`config.mk`:
```
export PLATFORM = sky130hd
export DESIGN_NAME = integer_to_ascii_formatter
export DESIGN_NICKNAME = d
export VERILOG_FILES = /design/src/hw/rtl/itaf_pkg.sv /design/src/hw/rtl/itaf_cell.sv /design/src/hw/rtl/itaf_ctrl.sv /design/src/hw/rtl/integer_to_ascii_formatter.sv
export SDC_FILE = /design/constraint.sdc
export NUM_CORES = 1
export LEC_CHECK = 0
export BUFFER_PORTS_ARGS = -buffer_cell sky130_fd_sc_hd__buf_2
export CAP_MARGIN = 30
export CORE_AREA = 5 5 123 154
export DETAILED_ROUTE_END_ITERATION = 8
export DIE_AREA = 0 0 128 159
export PLACE_DENSITY_LB_ADDON = 0.15
export SYNTH_ARGS = -nofsm -noshare
export SYNTH_HDL_FRONTEND = slang
export SYNTH_SLANG_ARGS = --single-unit
```
`constraint.sdc`:
```
create_clock -name clk -period 4.4 [get_ports clk]
set_input_delay 0.44 -clock clk [delete_from_list [all_inputs] [get_ports clk]]
set_output_delay 0.44 -clock clk [all_outputs]
set_load 0.02 [all_outputs]
```
`src/hw/rtl/itaf_pkg.sv`:
```
// itaf_pkg: shared constants, types and helpers for the integer to ascii formatter
// used by itaf_cell, itaf_ctrl and integer_to_ascii_formatter; no dependencies
`default_nettype none

package itaf_pkg;

	// width of a pointer value (32..64)
	localparam int VALUE_WIDTH = 64;

	localparam int DIGIT_W   = 4;
	localparam int DEC_CELLS = 10;
	localparam int PTR_CELLS = (VALUE_WIDTH + DIGIT_W - 1) / DIGIT_W;
	localparam int NCELL     = (PTR_CELLS > DEC_CELLS) ? PTR_CELLS : DEC_CELLS;
	localparam int CELL_BITS = NCELL * DIGIT_W;
	localparam int REM_W     = $clog2(NCELL + 1);

	localparam int MAG_W     = 32;
	localparam int HEX32_CELLS = MAG_W / DIGIT_W;
	localparam int BITCNT_W  = $clog2(MAG_W + 1);

	localparam int CMD_W     = 3;
	localparam int IN_VAL_W  = 64;
	localparam int S_TDATA_W = ((CMD_W + IN_VAL_W + 7) / 8) * 8;

	localparam int CHAR_W    = 8;
	localparam int LEN_W     = 5;
	localparam int M_TDATA_W = ((CHAR_W + LEN_W + 7) / 8) * 8;

	localparam logic [CMD_W-1:0] CMD_SDEC   = 3'd0;
	localparam logic [CMD_W-1:0] CMD_UDEC   = 3'd1;
	localparam logic [CMD_W-1:0] CMD_HEX_LO = 3'd2;
	localparam logic [CMD_W-1:0] CMD_HEX_UP = 3'd3;
	localparam logic [CMD_W-1:0] CMD_PTR    = 3'd4;

	localparam logic [CHAR_W-1:0] CH_ZERO  = 8'h30;
	localparam logic [CHAR_W-1:0] CH_LO_A  = 8'h61;
	localparam logic [CHAR_W-1:0] CH_UP_A  = 8'h41;
	localparam logic [CHAR_W-1:0] CH_MINUS = 8'h2d;
	localparam logic [CHAR_W-1:0] CH_X     = 8'h78;

	typedef struct packed {
		logic load;
		logic conv;
		logic shift;
	} cell_ctl_t;

	function automatic logic [CHAR_W-1:0] ascii_digit(input logic [DIGIT_W-1:0] d,
			input logic upper);
		logic [CHAR_W-1:0] base;
		base = upper ? CH_UP_A : CH_LO_A;
		if (d < DIGIT_W'(10)) begin
			ascii_digit = CH_ZERO + CHAR_W'(d);
		end else begin
			ascii_digit = base + CHAR_W'(d) - CHAR_W'(10);
		end
	endfunction

endpackage

`default_nettype wire

```
`src/hw/rtl/itaf_cell.sv`:
```
// itaf_cell: one digit cell of the conversion row
// double-dabble step, load, or shift toward the top; uses itaf_pkg
`default_nettype none

module itaf_cell (
	input  logic                          clk,
	input  itaf_pkg::cell_ctl_t           ctl,
	input  logic [itaf_pkg::DIGIT_W-1:0]  load_digit,
	input  logic [itaf_pkg::DIGIT_W-1:0]  nbr_digit,
	input  logic                          carry_in,
	output logic [itaf_pkg::DIGIT_W-1:0]  digit,
	output logic                          carry_out
);
	import itaf_pkg::*;

	logic [DIGIT_W-1:0] digit_q;
	logic [DIGIT_W-1:0] adj;

	// add-3 correction before each shift of the bcd row
	always_comb begin
		adj = (digit_q >= DIGIT_W'(5)) ? (digit_q + DIGIT_W'(3)) : digit_q;
	end

	assign carry_out = ctl.conv & adj[DIGIT_W-1];
	assign digit     = digit_q;

	always_ff @(posedge clk) begin
		priority if (ctl.load) begin
			digit_q <= load_digit;
		end else if (ctl.conv) begin
			digit_q <= {adj[DIGIT_W-2:0], carry_in};
		end else if (ctl.shift) begin
			digit_q <= nbr_digit;
		end
	end

endmodule

`default_nettype wire

```
`src/hw/rtl/itaf_ctrl.sv`:
```
// itaf_ctrl: command decode, sequencing of the digit row and output word register
// uses itaf_pkg; drives the itaf_cell row built in the top level
`default_nettype none

module itaf_ctrl (
	input  logic                                          clk,
	input  logic                                          arst_n,
	input  logic                                          s_tvalid,
	output logic                                          s_tready,
	input  logic [itaf_pkg::S_TDATA_W-1:0]                s_tdata,
	output logic                                          m_tvalid,
	input  logic                                          m_tready,
	output logic [itaf_pkg::M_TDATA_W-1:0]                m_tdata,
	output logic                                          m_tlast,
	input  logic [itaf_pkg::DIGIT_W-1:0]                  top_digit,
	output itaf_pkg::cell_ctl_t                           cell_ctl,
	output logic [itaf_pkg::NCELL-1:0][itaf_pkg::DIGIT_W-1:0] load_dig,
	output logic                                          conv_bit
);
	import itaf_pkg::*;

	typedef enum logic [1:0] {ST_IDLE, ST_CONV, ST_SKIP, ST_EMIT} state_t;

	state_t               state_q;
	logic [MAG_W-1:0]     mag_q;
	logic [BITCNT_W-1:0]  bit_cnt_q;
	logic [REM_W-1:0]     rem_q;
	logic [1:0]           pre_q;
	logic                 ptr_q;
	logic                 upper_q;
	logic [LEN_W-1:0]     len_q;
	logic                 m_tvalid_q;
	logic                 last_q;
	logic [CHAR_W-1:0]    char_q;
	logic [LEN_W-1:0]     tot_q;

	logic [CMD_W-1:0]     cmd;
	logic [IN_VAL_W-1:0]  val;
	logic [MAG_W-1:0]     low32;
	logic [MAG_W-1:0]     abs32;
	logic [CELL_BITS-1:0] ptr_bits;
	logic                 accept;
	logic                 out_free;
	logic                 emit;
	logic                 skip_go;
	logic                 emit_last;
	logic [CHAR_W-1:0]    emit_char;

	assign cmd      = s_tdata[CMD_W-1:0];
	assign val      = s_tdata[CMD_W +: IN_VAL_W];
	assign low32    = val[MAG_W-1:0];
	assign abs32    = low32[MAG_W-1] ? (~low32 + MAG_W'(1)) : low32;
	assign ptr_bits = CELL_BITS'(val[VALUE_WIDTH-1:0]);

	assign s_tready = (state_q == ST_IDLE);
	assign accept   = s_tvalid & s_tready;
	assign out_free = ~m_tvalid_q | m_tready;
	assign emit     = (state_q == ST_EMIT) & out_free;
	assign skip_go  = (top_digit == '0) & (rem_q != REM_W'(1));
	assign emit_last = (pre_q == 2'd0) & (rem_q == REM_W'(1));

	always_comb begin
		if (pre_q != 2'd0) begin
			if (ptr_q) begin
				emit_char = (pre_q == 2'd2) ? CH_ZERO : CH_X;
			end else begin
				emit_char = CH_MINUS;
			end
		end else begin
			emit_char = ascii_digit(top_digit, upper_q);
		end
	end

	assign cell_ctl.load  = accept;
	assign cell_ctl.conv  = (state_q == ST_CONV);
	assign cell_ctl.shift = ((state_q == ST_SKIP) & skip_go) | (emit & (pre_q == 2'd0));
	assign conv_bit       = mag_q[MAG_W-1];

	// decimal starts from an empty row, hex digits go straight into the cells
	always_comb begin
		load_dig = '0;
		unique case (cmd)
			CMD_HEX_LO, CMD_HEX_UP: begin
				for (int k = 0; k < HEX32_CELLS; k++) begin
					load_dig[k] = low32[k*DIGIT_W +: DIGIT_W];
				end
			end
			CMD_PTR: begin
				for (int k = 0; k < NCELL; k++) begin
					load_dig[k] = ptr_bits[k*DIGIT_W +: DIGIT_W];
				end
			end
			default: begin
				load_dig = '0;
			end
		endcase
	end

	always_ff @(posedge clk or negedge arst_n) begin
		if (!arst_n) begin
			state_q    <= ST_IDLE;
			mag_q      <= '0;
			bit_cnt_q  <= '0;
			rem_q      <= '0;
			pre_q      <= '0;
			ptr_q      <= 1'b0;
			upper_q    <= 1'b0;
			len_q      <= '0;
			m_tvalid_q <= 1'b0;
			last_q     <= 1'b0;
			char_q     <= '0;
			tot_q      <= '0;
		end else begin
			unique case (state_q)
				ST_IDLE: begin
					if (accept) begin
						len_q     <= '0;
						rem_q     <= REM_W'(NCELL);
						upper_q   <= (cmd == CMD_HEX_UP);
						bit_cnt_q <= BITCNT_W'(MAG_W);
						unique case (cmd)
							CMD_SDEC: begin
								mag_q   <= abs32;
								pre_q   <= low32[MAG_W-1] ? 2'd1 : 2'd0;
								ptr_q   <= 1'b0;
								state_q <= ST_CONV;
							end
							CMD_UDEC: begin
								mag_q   <= low32;
								pre_q   <= 2'd0;
								ptr_q   <= 1'b0;
								state_q <= ST_CONV;
							end
							CMD_HEX_LO, CMD_HEX_UP: begin
								pre_q   <= 2'd0;
								ptr_q   <= 1'b0;
								state_q <= ST_SKIP;
							end
							CMD_PTR: begin
								pre_q   <= 2'd2;
								ptr_q   <= 1'b1;
								state_q <= ST_SKIP;
							end
							default: begin
								// unused command: swallowed without output
								state_q <= ST_IDLE;
							end
						endcase
					end
				end
				ST_CONV: begin
					mag_q     <= {mag_q[MAG_W-2:0], 1'b0};
					bit_cnt_q <= bit_cnt_q - BITCNT_W'(1);
					if (bit_cnt_q == BITCNT_W'(1)) begin
						state_q <= ST_SKIP;
					end
				end
				ST_SKIP: begin
					// drop leading zero digits, keep at least one
					if (skip_go) begin
						rem_q <= rem_q - REM_W'(1);
					end else begin
						state_q <= ST_EMIT;
					end
				end
				ST_EMIT: begin
					if (out_free) begin
						len_q <= len_q + LEN_W'(1);
						if (pre_q != 2'd0) begin
							pre_q <= pre_q - 2'd1;
						end else begin
							rem_q <= rem_q - REM_W'(1);
							if (rem_q == REM_W'(1)) begin
								state_q <= ST_IDLE;
							end
						end
					end
				end
				default: begin
					state_q <= ST_IDLE;
				end
			endcase

			if (emit) begin
				m_tvalid_q <= 1'b1;
				char_q     <= emit_char;
				last_q     <= emit_last;
				tot_q      <= emit_last ? (len_q + LEN_W'(1)) : '0;
			end else if (m_tready) begin
				m_tvalid_q <= 1'b0;
			end
		end
	end

	assign m_tvalid = m_tvalid_q;
	assign m_tlast  = last_q;
	assign m_tdata  = M_TDATA_W'({tot_q, char_q});

endmodule

`default_nettype wire

```
`src/hw/rtl/integer_to_ascii_formatter.sv`:
```
// integer_to_ascii_formatter: top level, a row of digit cells and its sequencer
// uses itaf_pkg, itaf_cell and itaf_ctrl
`default_nettype none

// Prints one number per input word as ASCII text, one character per output
// word, most significant first, no leading zeros; command 0 signed decimal,
// 1 unsigned decimal, 2/3 lower/upper hex of the low 32 bits, 4 pointer hex
// with a 0x prefix. Digits live in a row of NCELL four-bit cells. Decimal
// runs a double-dabble pass through the row, one bit per cycle over the 32
// magnitude bits; hex loads the nibbles directly. The row then shifts up one
// cell per cycle past leading zero cells and settles on the leading digit,
// after which the characters leave one by one, held while the sink stalls.
// Leading zero cells plus digits always fill the row. A new word is taken
// once the final character is in the output register; commands 5 to 7
// produce nothing.
module integer_to_ascii_formatter (
	input  logic                           clk,
	input  logic                           arst_n,
	input  logic                           s_tvalid,
	output logic                           s_tready,
	input  logic [itaf_pkg::S_TDATA_W-1:0] s_tdata,   // command[2:0], value[66:3], zero pad
	output logic                           m_tvalid,
	input  logic                           m_tready,
	output logic [itaf_pkg::M_TDATA_W-1:0] m_tdata,   // character[7:0], total_length[12:8], zero pad
	output logic                           m_tlast
);
	import itaf_pkg::*;

	cell_ctl_t                        cell_ctl;
	logic [NCELL-1:0][DIGIT_W-1:0]    load_dig;
	logic [NCELL-1:0][DIGIT_W-1:0]    dig;
	logic [NCELL-1:0]                 cout;
	logic                             conv_bit;

	itaf_ctrl u_ctrl (
		.clk       (clk),
		.arst_n    (arst_n),
		.s_tvalid  (s_tvalid),
		.s_tready  (s_tready),
		.s_tdata   (s_tdata),
		.m_tvalid  (m_tvalid),
		.m_tready  (m_tready),
		.m_tdata   (m_tdata),
		.m_tlast   (m_tlast),
		.top_digit (dig[NCELL-1]),
		.cell_ctl  (cell_ctl),
		.load_dig  (load_dig),
		.conv_bit  (conv_bit)
	);

	// cell 0 takes the next magnitude bit and a zero digit; others take their lower neighbor
	for (genvar i = 0; i < NCELL; i++) begin : g_cell
		if (i == 0) begin : g_first
			itaf_cell u_cell (
				.clk        (clk),
				.ctl        (cell_ctl),
				.load_digit (load_dig[i]),
				.nbr_digit  ('0),
				.carry_in   (conv_bit),
				.digit      (dig[i]),
				.carry_out  (cout[i])
			);
		end else begin : g_next
			itaf_cell u_cell (
				.clk        (clk),
				.ctl        (cell_ctl),
				.load_digit (load_dig[i]),
				.nbr_digit  (dig[i-1]),
				.carry_in   (cout[i-1]),
				.digit      (dig[i]),
				.carry_out  (cout[i])
			);
		end
	end

endmodule

`default_nettype wire

```
* After elaboration in Yosys (flattened, before gate mapping)
Index checks and enable logic that the tools add are counted.
Storage, ports and cells: register bits 133, input port bits 76, output and inout port bits 19, logic and storage cells 241
Operators by class: add/sub/neg operators 24, magnitude comparators 17, equal/unequal tests 21, mux-type cells 103, bitwise operators 25, reduce and logical (&&, ||, !) cells 23
Operators with widths (count):
- $mux W4 | 63
- $mux W32 | 4
- $pmux W32 S2 | 2
- $ge A4 B3 Y1 const B | 16
- $add A4 B2 Y4 const B | 15
- $mux W5 | 7
- $add A32 B1 Y32 const B | 1
- $not A32 Y32 | 1
- $mux W8 | 3
- $and A1 B1 Y1 | 21
- $mux W2 | 9
- $pmux W5 S3 | 1
- $mux W6 | 2
- $ne A2 B2 Y1 const B | 6
- $pmux W6 S2 | 1
- $pmux W5 S2 | 1
- $reduce_and A5 Y1 | 2
- $reduce_bool A2 Y1 | 5
- $reduce_and A3 Y1 | 3
- $add A7 B4 Y8 | 1
- $pmux W2 S2 | 2
- $pmux W2 S4 | 1
- $sub A8 B4 Y8 const B | 1
- $add A6 B4 Y7 const A | 1
- 33 further kinds | 44

* Depth between registers and ports, before layout
depth after elaboration 8, mapped depth 9, gate-level depth less buffers 7

* Modules after synthesis
From an unflattened synthesis, not the netlist that was laid out.
Unflattened totals: cell total of the unflattened synthesis 1139, area, all modules 10028.4 um^2
Modules (own cells, without submodules):
- itaf_cell | times used 16, cells an instance 35, area each 325.3 um^2, sequential area each 120.1 um^2
- itaf_ctrl | times used 1, cells an instance 578, area each 4819.6 um^2, sequential area each 1701.6 um^2
- integer_to_ascii_formatter | times used 1, cells an instance 1, area each 3.8 um^2, sequential area each 0.0 um^2

* Least setup slack after synthesis
No wires, ideal clock.
path type reg2reg, start register g_cell[15].g_next.u_cell.digit_q[1], end register g_cell[0].g_first.u_cell.digit_q[0] (enable), setup time 503 ps, arrival 4091 ps, required time 3897 ps, path slack -194 ps, stages on the path, launching flop included 7, buffers on the path 0, clock period less this slack 4594 ps, cell sequence edfxtp_1 inv_1 ha_1 inv_1 nor3_1 nand2_1 o211ai_1
Between the ends: cells in the longest elaborated chain, start to end 5
RTL lines:
- start, declared | line itaf_cell.sv:16 | logic [DIGIT_W-1:0] digit_q;
- start signal, assigned | line itaf_cell.sv:29 | digit_q <= load_digit;
- start signal, assigned | line itaf_cell.sv:31 | digit_q <= {adj[DIGIT_W-2:0], carry_in};
- start signal, assigned | line itaf_cell.sv:33 | digit_q <= nbr_digit;
- $logic_not A4 Y1 | line itaf_ctrl.sv:59 | assign skip_go = (top_digit == '0) & (rem_q != REM_W'(1));
- $and A1 B1 Y1 | line itaf_ctrl.sv:59
- $and A1 B1 Y1 | line itaf_ctrl.sv:76 | assign cell_ctl.shift = ((state_q == ST_SKIP) & skip_go) | (emit & (pre_q == 2'd0));
- $or A1 B1 Y1 | line itaf_ctrl.sv:76
- $reduce_bool A3 Y1 (no line)
- end signal, assigned | line itaf_cell.sv:29
- end signal, assigned | line itaf_cell.sv:31
- end signal, assigned | line itaf_cell.sv:33
- end, declared | line itaf_cell.sv:16
Every way passes these cells. A chain may end at the register's enable or synchronous reset.

* Worst setup path in the final report
start register u_ctrl.state_q[1], end register g_cell[3].g_next.u_cell.digit_q[0] (enable)
Between the ends: cells in the longest elaborated chain, start to end 5, elaborated cells between the ends (all ways) 10, classes of those cells eq/ne: 3; bitwise: 5; reduce/logical: 2
RTL lines:
- start, declared | line itaf_ctrl.sv:24 | state_t state_q;
- start signal, assigned | line itaf_ctrl.sv:101 | state_q <= ST_IDLE;
- start signal, assigned | line itaf_ctrl.sv:126 | state_q <= ST_CONV;
- start signal, assigned | line itaf_ctrl.sv:132 | state_q <= ST_CONV;
- $eq A2 B2 Y1 | line itaf_ctrl.sv:58 | assign emit = (state_q == ST_EMIT) & out_free;
- $and A1 B1 Y1 | line itaf_ctrl.sv:58
- $and A1 B1 Y1 | line itaf_ctrl.sv:76
- $or A1 B1 Y1 | line itaf_ctrl.sv:76
- $reduce_bool A3 Y1 (no line) *
- end signal, assigned | line itaf_cell.sv:29
- end signal, assigned | line itaf_cell.sv:31
- end signal, assigned | line itaf_cell.sv:33
- end, declared | line itaf_cell.sv:16
Every way passes the cells marked *; elsewhere a longest branch is shown, timed or not.

==> summary.md <==
| Metric | Value |
|---|---|
| Nets | around 1.2k |
| Clock root cell | clkbuf_16 |
| Setup TNS | 0 ns |
| Post-route ant nets | 0 |
| Routed len/inst | approximately 17 um |
| Yosys top cell by area | edfxtp_1 |
| Final Hold Viols | 0 |
| Outcome | completed |
| Cells after DPL | between 1k and 1.5k |
| Synth Area in Compound Gates | about 22% |
| Synth top area share | 21.06% |
| Number of synthesized register bits | approximately 130 |
| Worst-Margin Slew | around 0.97 ns |
| Clock-pin slew of the registers on the worst-case setup and hold paths | ~0.06 ns |
| CTS tree | yes |
| F_max | approximately 320 MHz |
| Mux cell area share after synthesis | about 6.6% |
| Worst relative slew slack | a little over a third |
| Row Count | 54 |
| Area contributors post-synth | edfxtp_1, dfrtp_1, a21oi_1 |
| Number of synthesized flops with an enable pin | 64 |
| Final setup violation count | 0 |
| Synthesized-area fraction occupied by and/or/nand/nor cells | approximately 16% |
| First-pass GRT wire length | ~37 mm |
| Clock buffer depth | 2 |
| Post-synthesis xor/xnor area fraction | between 4 and 5% |
| CTS H-tree lvls | 4 |
| FILL cells | ~1.5k |
| Initial antenna violation count | 1 |
| Netlist Area Pre-Place | between 9000 and 10000 um2 |
| DR vias/cell | ~6 |
| DP HPWL | 15.55 mm |
| Share of cells above drive strength 1 | between 10% and 20% |
| Final wirelength | around 22 mm |
| Clock sinks | around 130 |
| Final setup skew | 0.009129 ns |
| Vias in the first global route | between 7k and 8k |
| Worst EP required | 4.46 ns |
| Layout area overhead | 13.04% |
| Worst skew pair latency | about 0.43 ns |
| WP data arrival | around 3.2 ns |
| I/O Pins | 95 |
| Largest family of logic cells by synthesized area | compound AO/OA/AOI/OAI gates |
| Avg Inst Size Synth | approximately 9 um2 |
| Synth Flop Type | dfrtp_1 |
| Die ar. | roughly 20000 um2 |
| Element type at the critical path end | flip-flop |
| PD cells | between 700 and 800 nW/um2 |
| Synth warn | 0 |
| Cells after Synth | about 1.0k |
| Largest net degree at the start of global routing | about 70 |
| Most frequent cell after synthesis | a21oi_1 |
| Post-CTS sizing | 0 |
| Dpl ws | 1.346 ns |
| Post-CTS setup repair buffer count | 0 |
| ANT cells | 0 |
| Buffers added on ports | 85 |
| Leak | between 4 and 5 nW |
| Clock buffers created by TritonCTS | 17 |
| Max Fanout on Critical Path | just over 60 |
| Max-cap violations | 0 |
| HP Class | in -> async |
| Asr flop ratio synth | roughly half |
| Post-Layout Cell Count | 1304 |
| Via count | ~7.8k |
| Initial DRC count | between 500 and 600 |
| GRT Overall Usage | about 22% |
| VDD IR-drop max | 0.3825 mV |
| Hold_buf cts | 0 |
| Worst Setup Start Kind | flip-flop |
| GPL Wtd Cong | 0.9010 |
| Initial core utilization | approximately 53% |
| Detailed-route DRC error count | 0 |
| Adder-Cell Fraction of Synth Area | about 6.3% |
| Die Span Y | 159 um |
| DR pass1 iterations | 5 |
| Final period util | between 70 and 80% |
| Crit path kind | reg -> reg |
| PnR worst setup slack | ~1.3 ns |
| Gr ovfl total | 0 |
| Die W | approximately 130 um |
| Sequential fraction of the synthesis area | 39.70% |
| Min Tclk post-route | 3.093 ns |
| RSZ-0062 raised after global routing | false |
| Synth cell types | just over 60 |
| Most frequent cells after synthesis | a21oi_1, nand2_1, nor2_1 |
| Max-slew violations | 0 |
| Core Region | between 15000 and 20000 um2 |
-- layer usage --
metal,share of wire (%),global-route usage (%),vias to the layer above
li1,-,-,3812
met1,44,28.60,3760
met2,50,37.44,187
met3,4.4,3.523,29
met4,1.6,6.902,2
met5,0.058,0,-
-- layout by cell type, fill, tap and decap left out, types with 12 or more instances in the layout --
master / n
dfrtp_1: 68
inv_1: 46
a311oi_1: 14
ha_1: 44
xor2_1: 21
o31ai_1: 12
xnor2_1: 27
mux2i_1: 58
a31o_2: 30
nor2_1: 80
clkbuf_16: 19
a211oi_1: 14
edfxtp_1: 64
nor3b_1: 18
or3_1: 16
nand3_1: 18
o21ai_0: 76
nand2b_1: 20
buf_2: 85
nand2_1: 83
a21oi_1: 128
-- sequential cells by signal, summed over array words and instances (netlist names) --
signal / flops
g_cell.g_first.u_cell.digit: 4
g_cell.g_next.u_cell.digit: 60
u_ctrl.bit_cnt_q: 6
u_ctrl.char_q: 7
u_ctrl.len_q: 5
u_ctrl.m_tlast: 1
u_ctrl.m_tvalid: 1
u_ctrl.mag_q: 32
u_ctrl.pre_q: 2
u_ctrl.ptr_q: 1
u_ctrl.rem_q: 5
u_ctrl.state_q: 2
u_ctrl.tot_q: 5
u_ctrl.upper_q: 1
-- where the power goes --
| part | switching, mW | total, mW | internal [mW] |
|---|---|---|---|
| Clock | 0.586 | 1.45 | 0.868 |
| Sequential | 0.562 | 2.72 | 2.16 |
| Combinational | 2.12 | 3.72 | 1.60 |
-- cell type report --
class | instances | area (um2) | area share [%]
clock inverters | 12 | 116.4 | 1.128
inverters | 49 | 183.9 | 1.783
well taps | 224 | 280.3 | 2.717
multi-input cells | 771 | 5119 | 49.62
flip-flops and latches | 132 | 3623 | 35.12
clock buffers | 20 | 489.2 | 4.742
repair buffers | 96 | 504.2 | 4.888
-- cell families after synthesis --
group / count (synthesis)
AND/OR/NAND/NOR: 291
flip-flops: 132
XOR/XNOR: 48
adder cells (fa/ha/maj): 46
other: 1
AO/OA/AOI/OAI: 322
multiplexers: 60
buffers and inverters: 111
-- through the flow --
stage / hold WS, ns / power (mW) / utilization (%) / area, um2
global placement: 0.4488 / 6.339 / 56.12 / 9707
detailed placement: 0.4520 / 6.471 / 56.14 / 9711
global route: 0.1890 / 8.586 / 59.64 / 10320
floorplan: 0.1444 / 5.603 / - / 9155
finish: 0.1251 / 7.897 / 59.64 / 10320
CTS: 0.1474 / 7.939 / 59.64 / 10320
-- worst paths after layout --
kind	start	endpoint	slack, ns	depth (start not counted)
min in group clk	s_tdata[66]	g_cell[15].g_next.u_cell.digit[3]	0.31	3
max in group asynchronous	arst_n	u_ctrl.mag_q[23]	3.33	2
setup / recovery	u_ctrl.state_q[1]	g_cell[3].g_next.u_cell.digit[0]	1.31	7
setup reg to reg	u_ctrl.state_q[1]	g_cell[3].g_next.u_cell.digit[0]	1.31	7
hold reg to reg	u_ctrl.char_q[0]	u_ctrl.char_q[0]	0.46	2
hold / removal	arst_n	u_ctrl.tot_q[4]	0.13	1
-- critical path, stage by stage, from the launching register on --
cell	delay (ns)
dfrtp_1	0.40
inv_1	0.16
ha_1	0.55
and2_2	0.30
buf_4	0.54
nor2_1	0.13
o211ai_1	0.15
buf_4	0.46
No activity file was read; power rests on OpenSTA's default activity.
